**src/rtl/core/spst_pkg.sv**
```systemverilog
// shared types and constants for the sorted pair set table
package spst_pkg;

  // fixed widths of the request and response fields
  localparam int unsigned FIELD_W     = 16;
  localparam int unsigned COUNT_OUT_W = 7;

  // defaults for the top level parameters
  localparam int unsigned DEF_CAPACITY = 64;
  localparam int unsigned DEF_KEY_BITS = 16;

  // request operation codes
  typedef enum logic {
    OP_INSERT = 1'b0,
    OP_LOOKUP = 1'b1
  } spst_op_e;

  // sequencer states, one-hot
  typedef enum logic [2:0] {
    ST_IDLE = 3'b001,
    ST_CMP  = 3'b010,
    ST_UPD  = 3'b100
  } spst_state_e;

  // control broadcast from the sequencer to every cell
  typedef struct packed {
    logic cmp_en;  // register compare flags against the held key
    logic ins_en;  // shift larger entries up and drop the key in place
  } spst_cell_ctrl_t;

endpackage

```
**src/rtl/core/spst_cell.sv**
```systemverilog
// one table slot: holds a key pair, compares it and shifts it to the next slot
module spst_cell
  import spst_pkg::*;
#(
  parameter int unsigned KEY_BITS = DEF_KEY_BITS
) (
  input  logic                    clk_i,
  input  spst_cell_ctrl_t         ctrl_i,
  input  logic                    valid_i,       // slot index below the count
  input  logic [2*KEY_BITS-1:0]   key_i,         // first key in the upper half
  input  logic [2*KEY_BITS-1:0]   prev_entry_i,  // entry of the slot below
  input  logic                    prev_gt_i,     // slot below sorts above the key
  output logic [2*KEY_BITS-1:0]   entry_o,
  output logic                    gt_o,
  output logic                    eq_o
);

  logic [2*KEY_BITS-1:0] entry_q;
  logic                  gt_q, eq_q;

  // compare flags, an empty slot counts as larger than any key
  always_ff @(posedge clk_i) begin
    if (ctrl_i.cmp_en) begin
      gt_q <= !valid_i || (entry_q > key_i);
      eq_q <= valid_i && (entry_q == key_i);
    end
  end

  // insert: larger slots take their neighbor, the boundary slot takes the key
  always_ff @(posedge clk_i) begin
    if (ctrl_i.ins_en && gt_q) begin
      entry_q <= prev_gt_i ? prev_entry_i : key_i;
    end
  end

  assign entry_o = entry_q;
  assign gt_o    = gt_q;
  assign eq_o    = eq_q;

endmodule

```
**config.mk**
```make
export PLATFORM = sky130hd
export DESIGN_NAME = spst_cell
export DESIGN_NICKNAME = d
export VERILOG_FILES = /design/src/rtl/core/spst_pkg.sv /design/src/rtl/core/spst_cell.sv
export SDC_FILE = /design/constraint.sdc
export NUM_CORES = 1
export LEC_CHECK = 0
export BUFFER_PORTS_ARGS = -buffer_cell sky130_fd_sc_hd__buf_4
export CAP_MARGIN = 20
export CORE_MARGIN = 4
export CORE_UTILIZATION = 45
export CTS_BUF_LIST = sky130_fd_sc_hd__clkbuf_4 sky130_fd_sc_hd__clkbuf_8
export DETAILED_ROUTE_END_ITERATION = 8
export PLACE_DENSITY = 0.78
export SYNTH_ARGS = -nofsm -noshare
export SYNTH_HDL_FRONTEND = slang
export SYNTH_SLANG_ARGS = --single-unit
```
**constraint.sdc**
```tcl
create_clock -name clk_i -period 3.4 [get_ports clk_i]
set_input_delay 0.17 -clock clk_i [delete_from_list [all_inputs] [get_ports clk_i]]
set_output_delay 0.17 -clock clk_i [all_outputs]
set_load 0.005 [all_outputs]
```
[Word level (Yosys, flattened, before mapping)]
Index checks and enable logic that the tools add are counted.
W data, S select, Z words.
Operators by class
  $lt $le $gt $ge: 1
  equality and inequality tests: 1
  muxes and demuxes: 1
  reductions and logical operators: 4
Operator list (count)
  $eq A32 B32 Y1: 1
  $gt A32 B32 Y1: 1
  $mux W32: 1
  $logic_and A1 B1 Y1: 2
  $logic_not A1 Y1: 1
  $logic_or A1 B1 Y1: 1
Storage, ports and cells
  register bits after elaboration: 34
  input port bits: 69
  output and inout port bits: 34
  logic and storage cells: 10

[Logic depth before layout (Yosys ltp)]
Gate-level depths: netlist of the first run.
  depth after elaboration: 2
  depth in mapped cells: 7
  depth with buffers taken out: 7

[Worst setup path after synthesis of the first run]
Ideal clock, no wire load.
  path kind: register to register
  start point: register entry_q[30], in the netlist entry_o[30]
  end point: register gt_q, in the netlist gt_o, data pin
  data arrival time: 1.562 ns
  data required time: 3.133 ns
  slack: 1.570 ns
  stages on the path, launching flop included: 7
  cells stage by stage: edfxtp_1 ha_1 a21oi_1 nand2_1 a211o_1 a2111oi_2 o22ai_1
Between the ends
  word-level cells in the longest chain between the ends: 2
RTL lines
  start: declaration: line spst_cell.sv:18  | logic [2*KEY_BITS-1:0] entry_q;
  start signal: assignment: line spst_cell.sv:32  | entry_q <= prev_gt_i ? prev_entry_i : key_i;
  $gt A32 B32 Y1: line spst_cell.sv:24  | gt_q <= !valid_i || (entry_q > key_i);
  $logic_or A1 B1 Y1: line spst_cell.sv:24
  end signal: assignment: line spst_cell.sv:24
  end: declaration: line spst_cell.sv:19  | logic gt_q, eq_q;
No other way between the ends.
A chain may end at the register's enable or synchronous reset.

[Final worst setup path of the first run]
Same ends and word-level chain as after synthesis.

==> metrics.log, run 1 <==
[metrics] run status: complete, no violations
[metrics] Chip Width: 77.4 um
[metrics] Post-CTS Repair Setup Buffers: 0
[metrics] post-route ant nets: 0
[metrics] wire per inst: 14.1 um
[metrics] # IOs: 103
[metrics] number of search-and-repair iterations in the first detailed-routing pass: 4
[metrics] setup TNS: 0 ns
[metrics] clock root buffer: sky130_fd_sc_hd__clkbuf_8
[metrics] part of the Yosys area used for sequential elements: 47.1%
[metrics] Syn Std Cell Area: 2170 um^2
[metrics] total number of clock tree sinks: 34
[metrics] number of synthesized register bits: 34
[metrics] leading cell types by total area after synthesis: sky130_fd_sc_hd__edfxtp_1 (47%), sky130_fd_sc_hd__ha_1 (18%), sky130_fd_sc_hd__o21ai_0 (7.2%)
[metrics] total number of yosys warnings: 0
[metrics] worst supply voltage drop on vdd: ~0.00017 V
[metrics] vias per cell: 5.09
[metrics] worst-path cell with the longest stage delay: sky130_fd_sc_hd__edfxtp_1
[metrics] internal power component: 0.780 mW
[metrics] data arrival time of the critical path: 1.95 ns
[metrics] overall routed net length: 5310 um
[metrics] period utilisation layout: 57.1%
[metrics] clock tree from TritonCTS: built
[metrics] total die area: 5990 um^2
[metrics] Largest stage delay, worst path: 0.39 ns
[metrics] Post-CTS Hold Buffers: 0
[metrics] worst-path cell chain: ha_1 > a21oi_1 > nand2_1 > a211o_1 > a2111oi_2 > o22ai_1
[metrics] start-to-end type of the worst setup path: flop to flop
[metrics] number of vias after detailed routing: 1914
[metrics] total congestion overflow after global routing: 0
[metrics] MaxCap Viol Count: 0
[metrics] final cell utilization of the core: 68.0%
[metrics] Design Power: 1.03 mW
[metrics] number of inserted diodes: 0
[metrics] HP Class: input port to flop
[metrics] Switching Fraction: roughly a quarter
[metrics] Final Hold Viols: 0
[metrics] Num CTS Buffers: 5
[metrics] combined buffer and inverter count along the critical path: 0
[metrics] Crit. End Element: flop
[metrics] setup repair after global routing missed its margin: no
[metrics] floorplan die height: a little under 80 um
[metrics] clock slew at the register clock pins of the worst setup and hold paths: 0.06 ns
[metrics] proportion of power drawn by the clock network: about 28%
[metrics] final net count: around 430
[metrics] leakage power total: roughly 1.5 nW
[metrics] highest-count cells in the layout ignoring fill and taps: sky130_fd_sc_hd__buf_4 (103), sky130_fd_sc_hd__nand2_1 (35), sky130_fd_sc_hd__inv_1 (34), sky130_fd_sc_hd__edfxtp_1 (34), sky130_fd_sc_hd__ha_1 (32)
[metrics] worst clock skew: 0.00630 ns
[metrics] deepest level of the CTS H-tree: 2
[metrics] aggregate global-route resource usage: 18.5%
[metrics] total of buffers placed on input and output ports: between 100 and 150
[metrics] sort of element at the start of the critical path: flop
[metrics] initial antenna violation count: 0
[metrics] layout-stage area growth over the synthesis result: 41.3%
[metrics] slew at the pin closest to its max-slew limit: approximately 0.52 ns
[metrics] count of standard-cell rows: 24
[metrics] number of remaining DRC errors: 0
[metrics] weighted congestion reported at the end of routability-driven placement: 0.805
[metrics] clk buf depth: 2
[metrics] average cell area after synthesis: a little under 10 um^2
[metrics] Initial Util: 48.1%
[metrics] share of post-route cells with drive strength above 1: between 30% and 40%
[metrics] 1st-iter DRT viols: 66
[metrics] post-synthesis cell type count: 24
[metrics] post-CTS sizing: 0
[metrics] Top delay family on crit path: compound AO/OA/AOI/OAI gates
[metrics] final-report setup violation count: 0
[metrics] synthesized net count: 322
[metrics] sequential share of power: 49.5%
[metrics] first-pass GRT wire length: 8860 um
[metrics] clock latency on the worst-skew pair: 0.28 ns
[metrics] maximum achievable frequency: a little over 500 MHz
[metrics] area share of the largest cell type after synthesis: 47.1%
[metrics] required time of the critical path: 3.41 ns
[metrics] highest fanout seen on the critical path: 3
[metrics] headroom to the max-slew limit: approximately two thirds
[metrics] power per cell area: 336 nW/um^2
[metrics] combinational power share: 22.5%
[metrics] gate count after technology mapping: about 220
[metrics] min Tclk post-route: about 2 ns
[metrics] switching power: 0.251 mW
[metrics] Detail Placement HPWL: ~4300 um
[metrics] largest net degree at the start of global routing: 64
[metrics] Slew Viols, Final: 0
[metrics] most area-hungry cell type in the Yosys netlist: sky130_fd_sc_hd__edfxtp_1
[metrics] Core Region: approximately 4500 um^2
[metrics] number of global-route vias before repair: 1946
[metrics] most common cell after layout, fill and taps aside: sky130_fd_sc_hd__buf_4
path summary, 6_finish.rpt:
| kind | depth (start not counted) | from | to | slack, ns |
|---|---|---|---|---|
| worst max-delay path | 6 | entry_o[30]$_DFFE_PP_ | gt_o$_DFFE_PP_ | 1.46 |
| worst min-delay path | 1 | ctrl_i[1] | eq_o$_DFFE_PP_ | 0.12 |
| worst max register to register | 6 | entry_o[30]$_DFFE_PP_ | gt_o$_DFFE_PP_ | 1.46 |
| worst min register to register | 3 | entry_o[16]$_DFFE_PP_ | eq_o$_DFFE_PP_ | 0.92 |
synth_stat cells:
| master | number |
|---|---|
| sky130_fd_sc_hd__nand2_1 | 35 |
| sky130_fd_sc_hd__and2_1 | 1 |
| sky130_fd_sc_hd__edfxtp_1 | 34 |
| sky130_fd_sc_hd__a2111oi_2 | 1 |
| sky130_fd_sc_hd__mux2_2 | 1 |
| sky130_fd_sc_hd__a21o_1 | 4 |
| sky130_fd_sc_hd__a211oi_1 | 2 |
| sky130_fd_sc_hd__o22ai_1 | 1 |
| sky130_fd_sc_hd__a21oi_1 | 12 |
| sky130_fd_sc_hd__a21boi_1 | 1 |
| sky130_fd_sc_hd__nor2b_1 | 2 |
| sky130_fd_sc_hd__nor3_1 | 3 |
| sky130_fd_sc_hd__nand4_1 | 8 |
| sky130_fd_sc_hd__ha_1 | 32 |
| sky130_fd_sc_hd__o21ai_2 | 1 |
| sky130_fd_sc_hd__o21ai_0 | 31 |
| sky130_fd_sc_hd__nor4_1 | 1 |
| sky130_fd_sc_hd__inv_1 | 34 |
| sky130_fd_sc_hd__o211ai_1 | 1 |
| sky130_fd_sc_hd__nor4b_1 | 1 |
| sky130_fd_sc_hd__clkbuf_1 | 7 |
| sky130_fd_sc_hd__a211o_1 | 1 |
| sky130_fd_sc_hd__and3_1 | 1 |
| sky130_fd_sc_hd__nand3_1 | 6 |
layout make-up:
class                      count  area [um^2]
tap                           52         65.1
inverter                      34          128
timing repair buffer         103          773
sequential                    34         1020
clock buffer                   7         83.8
fill                         376         1440
multi-input combinational    146          992
sequential cells by signal (all words and copies together) (netlist names):
register / count
eq_o: 1
gt_o: 1
entry_o: 32
metal layers:
metal,global-route usage (%),vias to the layer above,wire (um)
met5,0,-,0
met4,7.47,0,76
met3,4.05,7,323
met2,32.0,61,2650
met1,22.5,857,2250
li1,-,989,-
power by group through the flow:
stage               Clock [mW]  Combinational (mW)  Sequential, mW
floorplan                    0               0.105           0.519
global placement             0               0.229           0.518
detailed placement           0               0.234           0.519
CTS                      0.300               0.236           0.510
global route             0.318               0.265           0.513
finish                   0.288               0.232           0.510
stage by stage:
stage / worst slack, ns / area (um^2) / std cells / hold WS (ns)
3_5_place_dp: 1.46 / 2980 / 369 / 0.392
2_1_floorplan: 1.57 / 2170 / 221 / 0.282
5_1_grt: 1.33 / 3060 / 376 / 0.0953
3_3_place_gp: 1.54 / 2980 / 369 / 0.391
6_report: 1.46 / 3060 / 376 / 0.115
4_1_cts: 1.43 / 3060 / 376 / 0.105
cells by family after synthesis:
family / after synthesis / synth area share, %
AND/OR/NAND/NOR: 58 / 12.3
AO/OA/AOI/OAI: 55 / 14.5
buffers and inverters: 41 / 7.10
flip-flops: 34 / 47.1
adder cells (fa/ha/maj): 32 / 18.5
multiplexers: 1 / 0.520
Power figures use the tool's default switching activity.
==> run 2, diff against run 1 <==
==> constraint.sdc (replaced) <==
create_clock -name clk_i -period 1.8 [get_ports clk_i]
set_input_delay 0.09 -clock clk_i [delete_from_list [all_inputs] [get_ports clk_i]]
set_output_delay 0.09 -clock clk_i [all_outputs]
set_load 0.005 [all_outputs]
==> run 2 against run 1 <==
- the run now ends with negative setup slack left
- cell count up 1.3%
- hold slack worse by 0.093 ns
- die area unchanged
- critical path depth unchanged
- clock skew down 0.0030 ns
- first-iteration DRC count down 26%
- non-clock buffer count up 5
- combinational power up 97%
- clock power up 92%
- routed wire length up 3.3%
==> metrics.log, run 2 (same netlist as run 1, synthesis figures left out) <==
[metrics] run status: finished with violations
[metrics] failing checks: negative setup slack
[metrics] share of post-route cells with drive strength above 1: 37.7% (+2.8 points)
[metrics] post-route design area: 3160 um^2 (+3.0%)
[metrics] largest net degree at the start of global routing: 39 (-39%)
[metrics] total number of clock tree sinks: 34 (unchanged)
[metrics] number of search-and-repair iterations in the first detailed-routing pass: 4 (unchanged)
[metrics] Switching Fraction: 24.8% (+0.51 points)
[metrics] most common cell after layout, fill and taps aside: sky130_fd_sc_hd__buf_4
[metrics] worst clock skew: 0.00328 ns (-0.00302 ns)
[metrics] switching power: 0.491 mW (+96%)
[metrics] placed cell count: 372 (+0.81%)
[metrics] number of vias after detailed routing: 1930 (+0.84%)
[metrics] total of buffers placed on input and output ports: 102 (unchanged)
[metrics] start-to-end type of the worst setup path: flop to flop
[metrics] initial antenna violation count: 0 (unchanged)
[metrics] Core Region: 4500 um^2 (unchanged)
[metrics] clock latency on the worst-skew pair: 0.27 ns (about the same)
[metrics] # IOs: 103 (unchanged)
[metrics] hold_ws: 0.0223 ns (-0.0931 ns)
[metrics] final net count: 430 (+1.2%)
[metrics] clock root buffer: sky130_fd_sc_hd__clkbuf_8
[metrics] period utilisation layout: 102% (+45 points)
[metrics] floorplan die height: 77.4 um (unchanged)
[metrics] total die area: 5990 um^2 (unchanged)
[metrics] Final Hold Viols: 0 (unchanged)
[metrics] deepest level of the CTS H-tree: 2 (unchanged)
[metrics] worst supply voltage drop on vdd: 0.000448 V (+160%)
[metrics] MaxCap Viol Count: 0 (unchanged)
[metrics] sequential share of power: 48.8% (-0.7 points)
[metrics] count of standard-cell rows: 24 (unchanged)
[metrics] maximum achievable frequency: 545 MHz (+5.9%)
[metrics] Slew Viols, Final: 0 (unchanged)
[metrics] Num CTS Buffers: 5 (unchanged)
[metrics] setup repair after global routing missed its margin: yes
[metrics] Top delay family on crit path: simple AND/OR/NAND/NOR gates
[metrics] total congestion overflow after global routing: 0 (unchanged)
[metrics] aggregate global-route resource usage: 18.4% (-0.11 points)
[metrics] 1st-iter DRT viols: 49 (-26%)
[metrics] worst-path cell with the longest stage delay: sky130_fd_sc_hd__edfxtp_1
[metrics] Crit. End Element: flop
[metrics] slew at the pin closest to its max-slew limit: 0.428 ns (-0.0932 ns)
[metrics] Initial Util: 48.1% (unchanged)
[metrics] weighted congestion reported at the end of routability-driven placement: 0.759 (-5.7%)
[metrics] required time of the critical path: 1.82 ns (-1.59 ns)
[metrics] clk buf depth: 2 (unchanged)
[metrics] overall routed net length: 5480 um (+3.3%)
[metrics] combinational power share: 23.2% (+0.7 points)
[metrics] internal power component: 1.49 mW (+91%)
[metrics] Largest stage delay, worst path: 0.43 ns (+0.04 ns)
[metrics] wire per inst: 14.4 um (+2.0%)
[metrics] final-report setup violation count: 1 (+1)
[metrics] Final Instance Count excl. Fillers: 381 (+1.3%)
[metrics] number of remaining DRC errors: 0 (unchanged)
[metrics] min Tclk post-route: 1.83 ns (-0.108 ns)
[metrics] leakage power total: 1.53 nW (+1.7%)
[metrics] data arrival time of the critical path: 1.85 ns (-0.10 ns)
[metrics] layout-stage area growth over the synthesis result: 45.6%
[metrics] sort of element at the start of the critical path: flop
[metrics] Chip Width: 77.4 um (unchanged)
[metrics] number of global-route vias before repair: 1975 (+1.5%)
[metrics] highest-count cells in the layout ignoring fill and taps: sky130_fd_sc_hd__buf_4 (108), sky130_fd_sc_hd__nand2_1 (35), sky130_fd_sc_hd__inv_1 (34), sky130_fd_sc_hd__edfxtp_1 (34), sky130_fd_sc_hd__o21ai_0 (31)
[metrics] dpl cell area: 3010 um^2 (+1.2%)
[metrics] first-pass GRT wire length: 8890 um (+0.32%)
[metrics] proportion of power drawn by the clock network: 28.0% (about the same)
[metrics] max reg flops: 32 (unchanged)
[metrics] clock tree from TritonCTS: built
[metrics] vias per cell: 5.07 (-0.49%)
[metrics] Worst Setup Slack post-DPL: -0.127 ns (-1.58 ns)
[metrics] headroom to the max-slew limit: 71.5% (+6.2 points)
[metrics] post-route ant nets: 0 (unchanged)
[metrics] combined buffer and inverter count along the critical path: 0 (unchanged)
[metrics] setup slack after layout: -0.0346 ns (-1.49 ns)
[metrics] Detail Placement HPWL: 4450 um (+2.3%)
[metrics] most repeated library cell on the critical path: sky130_fd_sc_hd__nand4_1
[metrics] power per cell area: 627 nW/um^2 (+86%)
[metrics] highest fanout seen on the critical path: 3 (unchanged)
[metrics] number of fill cells in the layout: 354 (-5.9%)
[metrics] number of inserted diodes: 0 (unchanged)
[metrics] clock slew at the register clock pins of the worst setup and hold paths: 0.07 ns (about the same)
[metrics] worst-path cell chain: ha_4 > nand4_1 > nor3_2 > nand4_1 > nor2b_1 > o22ai_1
[metrics] HP Class: input port to flop
-- run 2: repair_timing --
item	in CTS	in global routing
hold buffers	0	0
setup buffers	2	0
gates cloned	0	0
pin swaps	3	0
resized for setup	4	1
endpoints found under the setup margin	1	1
-- run 2: routing by layer --
metal / vias to the layer above / track usage (%) / share of wire, %
met5: - / 0 / 0
met4: 0 / 5.87 / 1.1
met3: 7 / 3.70 / 6.1
met2: 58 / 33.9 / 51
met1: 867 / 21.4 / 41
li1: 998 / - / -
-- run 2: power by group through the flow --
| stage | registers [mW] | logic (mW) | clock network [mW] |
|---|---|---|---|
| finish | 0.966 | 0.458 | 0.554 |
| global route | 0.971 | 0.520 | 0.599 |
| CTS | 0.965 | 0.460 | 0.568 |
| detailed placement | 0.982 | 0.449 | 0 |
| global placement | 0.979 | 0.439 | 0 |
| floorplan | 0.982 | 0.201 | 0 |
-- run 2: stage by stage --
step	TNS [ns]	power [mW]	utilization, %
2_1_floorplan	0	1.18	-
3_5_place_dp	-0.127	1.43	66.9
6_report	-0.0346	1.98	70.1
4_1_cts	-0.0310	1.99	69.8
5_1_grt	-0.138	2.09	70.1
3_3_place_gp	-0.00721	1.42	66.9
-- run 2: layout make-up --
| cell class | count | area [um^2] | area share (%) |
|---|---|---|---|
| multi-input cells | 146 | 1050 | 33.2 |
| clock buffers | 7 | 83.8 | 2.66 |
| well taps | 52 | 65.1 | 2.06 |
| inverters | 34 | 128 | 4.04 |
| flip-flops and latches | 34 | 1020 | 32.4 |
| repair buffers | 108 | 811 | 25.7 |
-- run 2: path summary, 6_finish.rpt --
path	startpoint	to	cells past startpoint	slack [ns]
setup / recovery	entry_o[11]$_DFFE_PP_	gt_o$_DFFE_PP_	6	-0.03
hold / removal	ctrl_i[1]	eq_o$_DFFE_PP_	1	0.02
setup reg to reg	entry_o[11]$_DFFE_PP_	gt_o$_DFFE_PP_	6	-0.03
hold reg to reg	entry_o[16]$_DFFE_PP_	eq_o$_DFFE_PP_	3	0.93
==> run 3, diff against run 2 <==
--- a/config.mk
+++ b/config.mk
@@ -11,6 +11,7 @@
 export CORE_UTILIZATION = 45
 export CTS_BUF_LIST = sky130_fd_sc_hd__clkbuf_4 sky130_fd_sc_hd__clkbuf_8
 export DETAILED_ROUTE_END_ITERATION = 8
+export MAX_ROUTING_LAYER = met4
 export PLACE_DENSITY = 0.78
 export SYNTH_ARGS = -nofsm -noshare
 export SYNTH_HDL_FRONTEND = slang
==> constraint.sdc (replaced) <==
create_clock -name clk_i -period 1.8 [get_ports clk_i]
set_input_delay 0.09 -clock clk_i [delete_from_list [all_inputs] [get_ports clk_i]]
set_output_delay 0.09 -clock clk_i [all_outputs]
set_load 0.1 [all_outputs]
==> run 3 against run 2 <==
- the run now ends clean
- clock skew rose by 0.00073 ns
- count of clock-buffer cells in the layout decreased by 1
- die area stayed put
- worst setup slack better by 0.056 ns
==> metrics.log, run 3 (same netlist as run 1, synthesis figures left out) <==
[metrics] final net count: 431 (+0.23%)
[metrics] setup TNS: 0 ns (+0.0346 ns)
[metrics] switching power: 0.845 mW (+72%)
[metrics] initial antenna violation count: 0 (unchanged)
[metrics] Initial Util: 48.1% (unchanged)
[metrics] highest-count cells in the layout ignoring fill and taps: sky130_fd_sc_hd__buf_4 (109), sky130_fd_sc_hd__nand2_1 (35), sky130_fd_sc_hd__inv_1 (34), sky130_fd_sc_hd__edfxtp_1 (34), sky130_fd_sc_hd__o21ai_0 (31)
[metrics] HP Class: input port to flop
[metrics] sequential share of power: 41.4% (-7.4 points)
[metrics] placed cell count: 372 (unchanged)
[metrics] slew at the pin closest to its max-slew limit: 0.448 ns (+0.0198 ns)
[metrics] Final Instance Count excl. Fillers: 383 (+0.52%)
[metrics] Switching Fraction: 36.2% (+11 points)
[metrics] combinational power share: 34.6% (+11 points)
[metrics] MaxCap Viol Count: 0 (unchanged)
[metrics] number of search-and-repair iterations in the first detailed-routing pass: 4 (unchanged)
[metrics] Design Power: 2.33 mW (+18%)
[metrics] 1st-iter DRT viols: 80 (+63%)
[metrics] Crit. End Element: flop
[metrics] aggregate global-route resource usage: 18.8% (+0.40 points)
[metrics] first element of the critical path: entry_o[10]$_DFFE_PP_
[metrics] total congestion overflow after global routing: 0 (unchanged)
[metrics] required time of the critical path: 1.83 ns (about the same)
[metrics] Num CTS Buffers: 5 (unchanged)
[metrics] final-report setup violation count: 0 (-1)
[metrics] clock root buffer: sky130_fd_sc_hd__clkbuf_8
[metrics] start-to-end type of the worst setup path: flop to flop
[metrics] weighted congestion reported at the end of routability-driven placement: 0.833 (+9.8%)
[metrics] Largest stage delay, worst path: 0.41 ns (-0.02 ns)
[metrics] clock latency on the worst-skew pair: 0.28 ns (about the same)
[metrics] proportion of power drawn by the clock network: 24.0% (-4.0 points)
[metrics] headroom to the max-slew limit: 70.2% (-1.3 points)
[metrics] number of remaining DRC errors: 0 (unchanged)
[metrics] Register-to-Register Path Depth: 6 (unchanged)
[metrics] vias per cell: 5.17 (+2.2%)
[metrics] endpoint of the worst-slack reg-to-reg timing path: gt_o$_DFFE_PP_
[metrics] number of inserted diodes: 0 (unchanged)
[metrics] clock slew at the register clock pins of the worst setup and hold paths: 0.07 ns (about the same)
[metrics] share of post-route cells with drive strength above 1: 40.2% (+2.5 points)
[metrics] hold path start: ctrl_i[1]
[metrics] count of standard-cell rows: 24 (unchanged)
[metrics] total of buffers placed on input and output ports: 102 (unchanged)
[metrics] worst-path cell chain: ha_1 > nand4_1 > nor3_2 > a21boi_1 > nor4b_2 > o22ai_1
[metrics] maximum achievable frequency: 562 MHz (+3.2%)
[metrics] total die area: 5990 um^2 (unchanged)
[metrics] total number of clock tree sinks: 34 (unchanged)
[metrics] period utilisation layout: 98.8% (-3.1 points)
[metrics] Cells on Worst Hold Path: 1 (unchanged)
[metrics] setup repair after global routing missed its margin: yes
[metrics] first-pass GRT wire length: 8800 um (-1.0%)
[metrics] largest net degree at the start of global routing: 50 (+28%)
[metrics] # IOs: 103 (unchanged)
[metrics] overall routed net length: 5600 um (+2.2%)
[metrics] internal power component: 1.49 mW (about the same)
[metrics] worst reg2reg startpoint: entry_o[10]$_DFFE_PP_
[metrics] Slew Viols, Final: 0 (unchanged)
[metrics] min Tclk post-route: 1.78 ns (-0.0564 ns)
[metrics] layout-stage area growth over the synthesis result: 49.1%
[metrics] data arrival time of the critical path: 1.81 ns (-0.04 ns)
[metrics] worst clock skew: 0.00400 ns (+0.000730 ns)
[metrics] setup slack of the most critical reg-to-reg path: 0.02 ns (+0.06 ns)
[metrics] max reg flops: 32 (unchanged)
[metrics] sort of element at the start of the critical path: flop
[metrics] worst-path cell with the longest stage delay: sky130_fd_sc_hd__edfxtp_1
[metrics] Detail Placement HPWL: 4370 um (-1.6%)
[metrics] number of vias after detailed routing: 1982 (+2.7%)
[metrics] worst supply voltage drop on vdd: 0.000404 V (-9.7%)
[metrics] highest fanout seen on the critical path: 2 (-1)
[metrics] Core Region: 4500 um^2 (unchanged)
[metrics] dpl cell area: 3040 um^2 (+0.79%)
[metrics] most common cell after layout, fill and taps aside: sky130_fd_sc_hd__buf_4
[metrics] wire per inst: 14.6 um (+1.7%)
[metrics] deepest level of the CTS H-tree: 2 (unchanged)
[metrics] Chip Width: 77.4 um (unchanged)
[metrics] clock tree from TritonCTS: built
[metrics] end of the worst hold path: gt_o$_DFFE_PP_
[metrics] Final Hold Viols: 0 (unchanged)
[metrics] hold_ws: 0.0114 ns (-0.0110 ns)
[metrics] floorplan die height: 77.4 um (unchanged)
[metrics] clk buf depth: 2 (unchanged)
[metrics] post-route ant nets: 0 (unchanged)
[metrics] run status: complete, no violations
[metrics] leakage power total: 1.54 nW (+0.42%)
[metrics] post-route design area: 3230 um^2 (+2.4%)
[metrics] power per cell area: 722 nW/um^2 (+15%)
[metrics] number of global-route vias before repair: 1994 (+0.96%)
-- run 3: area by class of cell --
type	count	area, um^2
Clock buffer	6	76.3
Multi-Input combinational cell	146	1110
Sequential cell	34	1020
Inverter	34	128
Fill cell	357	1270
Clock inverter	2	8.76
Timing Repair Buffer	109	818
Tap cell	52	65.1
-- run 3: routing by layer --
layer | track usage, % | routed length [um]
met1 | 21.6 | 2330
met3 | 3.24 | 275
met2 | 32.2 | 2860
met4 | 8.36 | 136
met5 | - | 0
-- run 3: what timing repair did --
| item | CTS | global route |
|---|---|---|
| endpoints found under the setup margin | 1 | 2 |
| setup buffers | 0 | 3 |
| pin swaps | 1 | 10 |
| resized for setup | 2 | 7 |
| hold buffers | 0 | 0 |
-- run 3: worst max-delay path by stage --
stage	slack, ns	endpoint	depth (start not counted)
finish	0.02	gt_o$_DFFE_PP_	6
global route	-0.04	gt_o$_DFFE_PP_	5
CTS	0.007	gt_o$_DFFE_PP_	6
detailed placement	-0.03	gt_o$_DFFE_PP_	6
global placement	0.02	gt_o$_DFFE_PP_	6
floorplan	-0.47	gt_o$_DFFE_PP_	6
-- run 3: critical path: cells and delay by family (launching register included) --
family          cells  cell delay, ns
compound gates      2            0.25
simple gates        3            0.53
fa+ha+maj           1            0.33
flops               1            0.41
-- run 3: stage by stage --
step                      util (%)  setup slack (ns)
after floorplan                  -            -0.468
after global placement        67.4            0.0173
after detailed placement      67.4           -0.0324
after CTS                     69.6           0.00692
after global routing          71.7           -0.0444
final                         71.7            0.0218
-- run 3: power by group through the flow --
stage          Clock [mW]  Sequential, mW  Combinational [mW]
5_1_grt             0.609           0.972               0.867
6_report            0.560           0.966               0.807
2_1_floorplan           0            1.31               0.207
3_5_place_dp            0           0.981               0.786
4_1_cts             0.578           0.963               0.791
3_3_place_gp            0           0.978               0.776
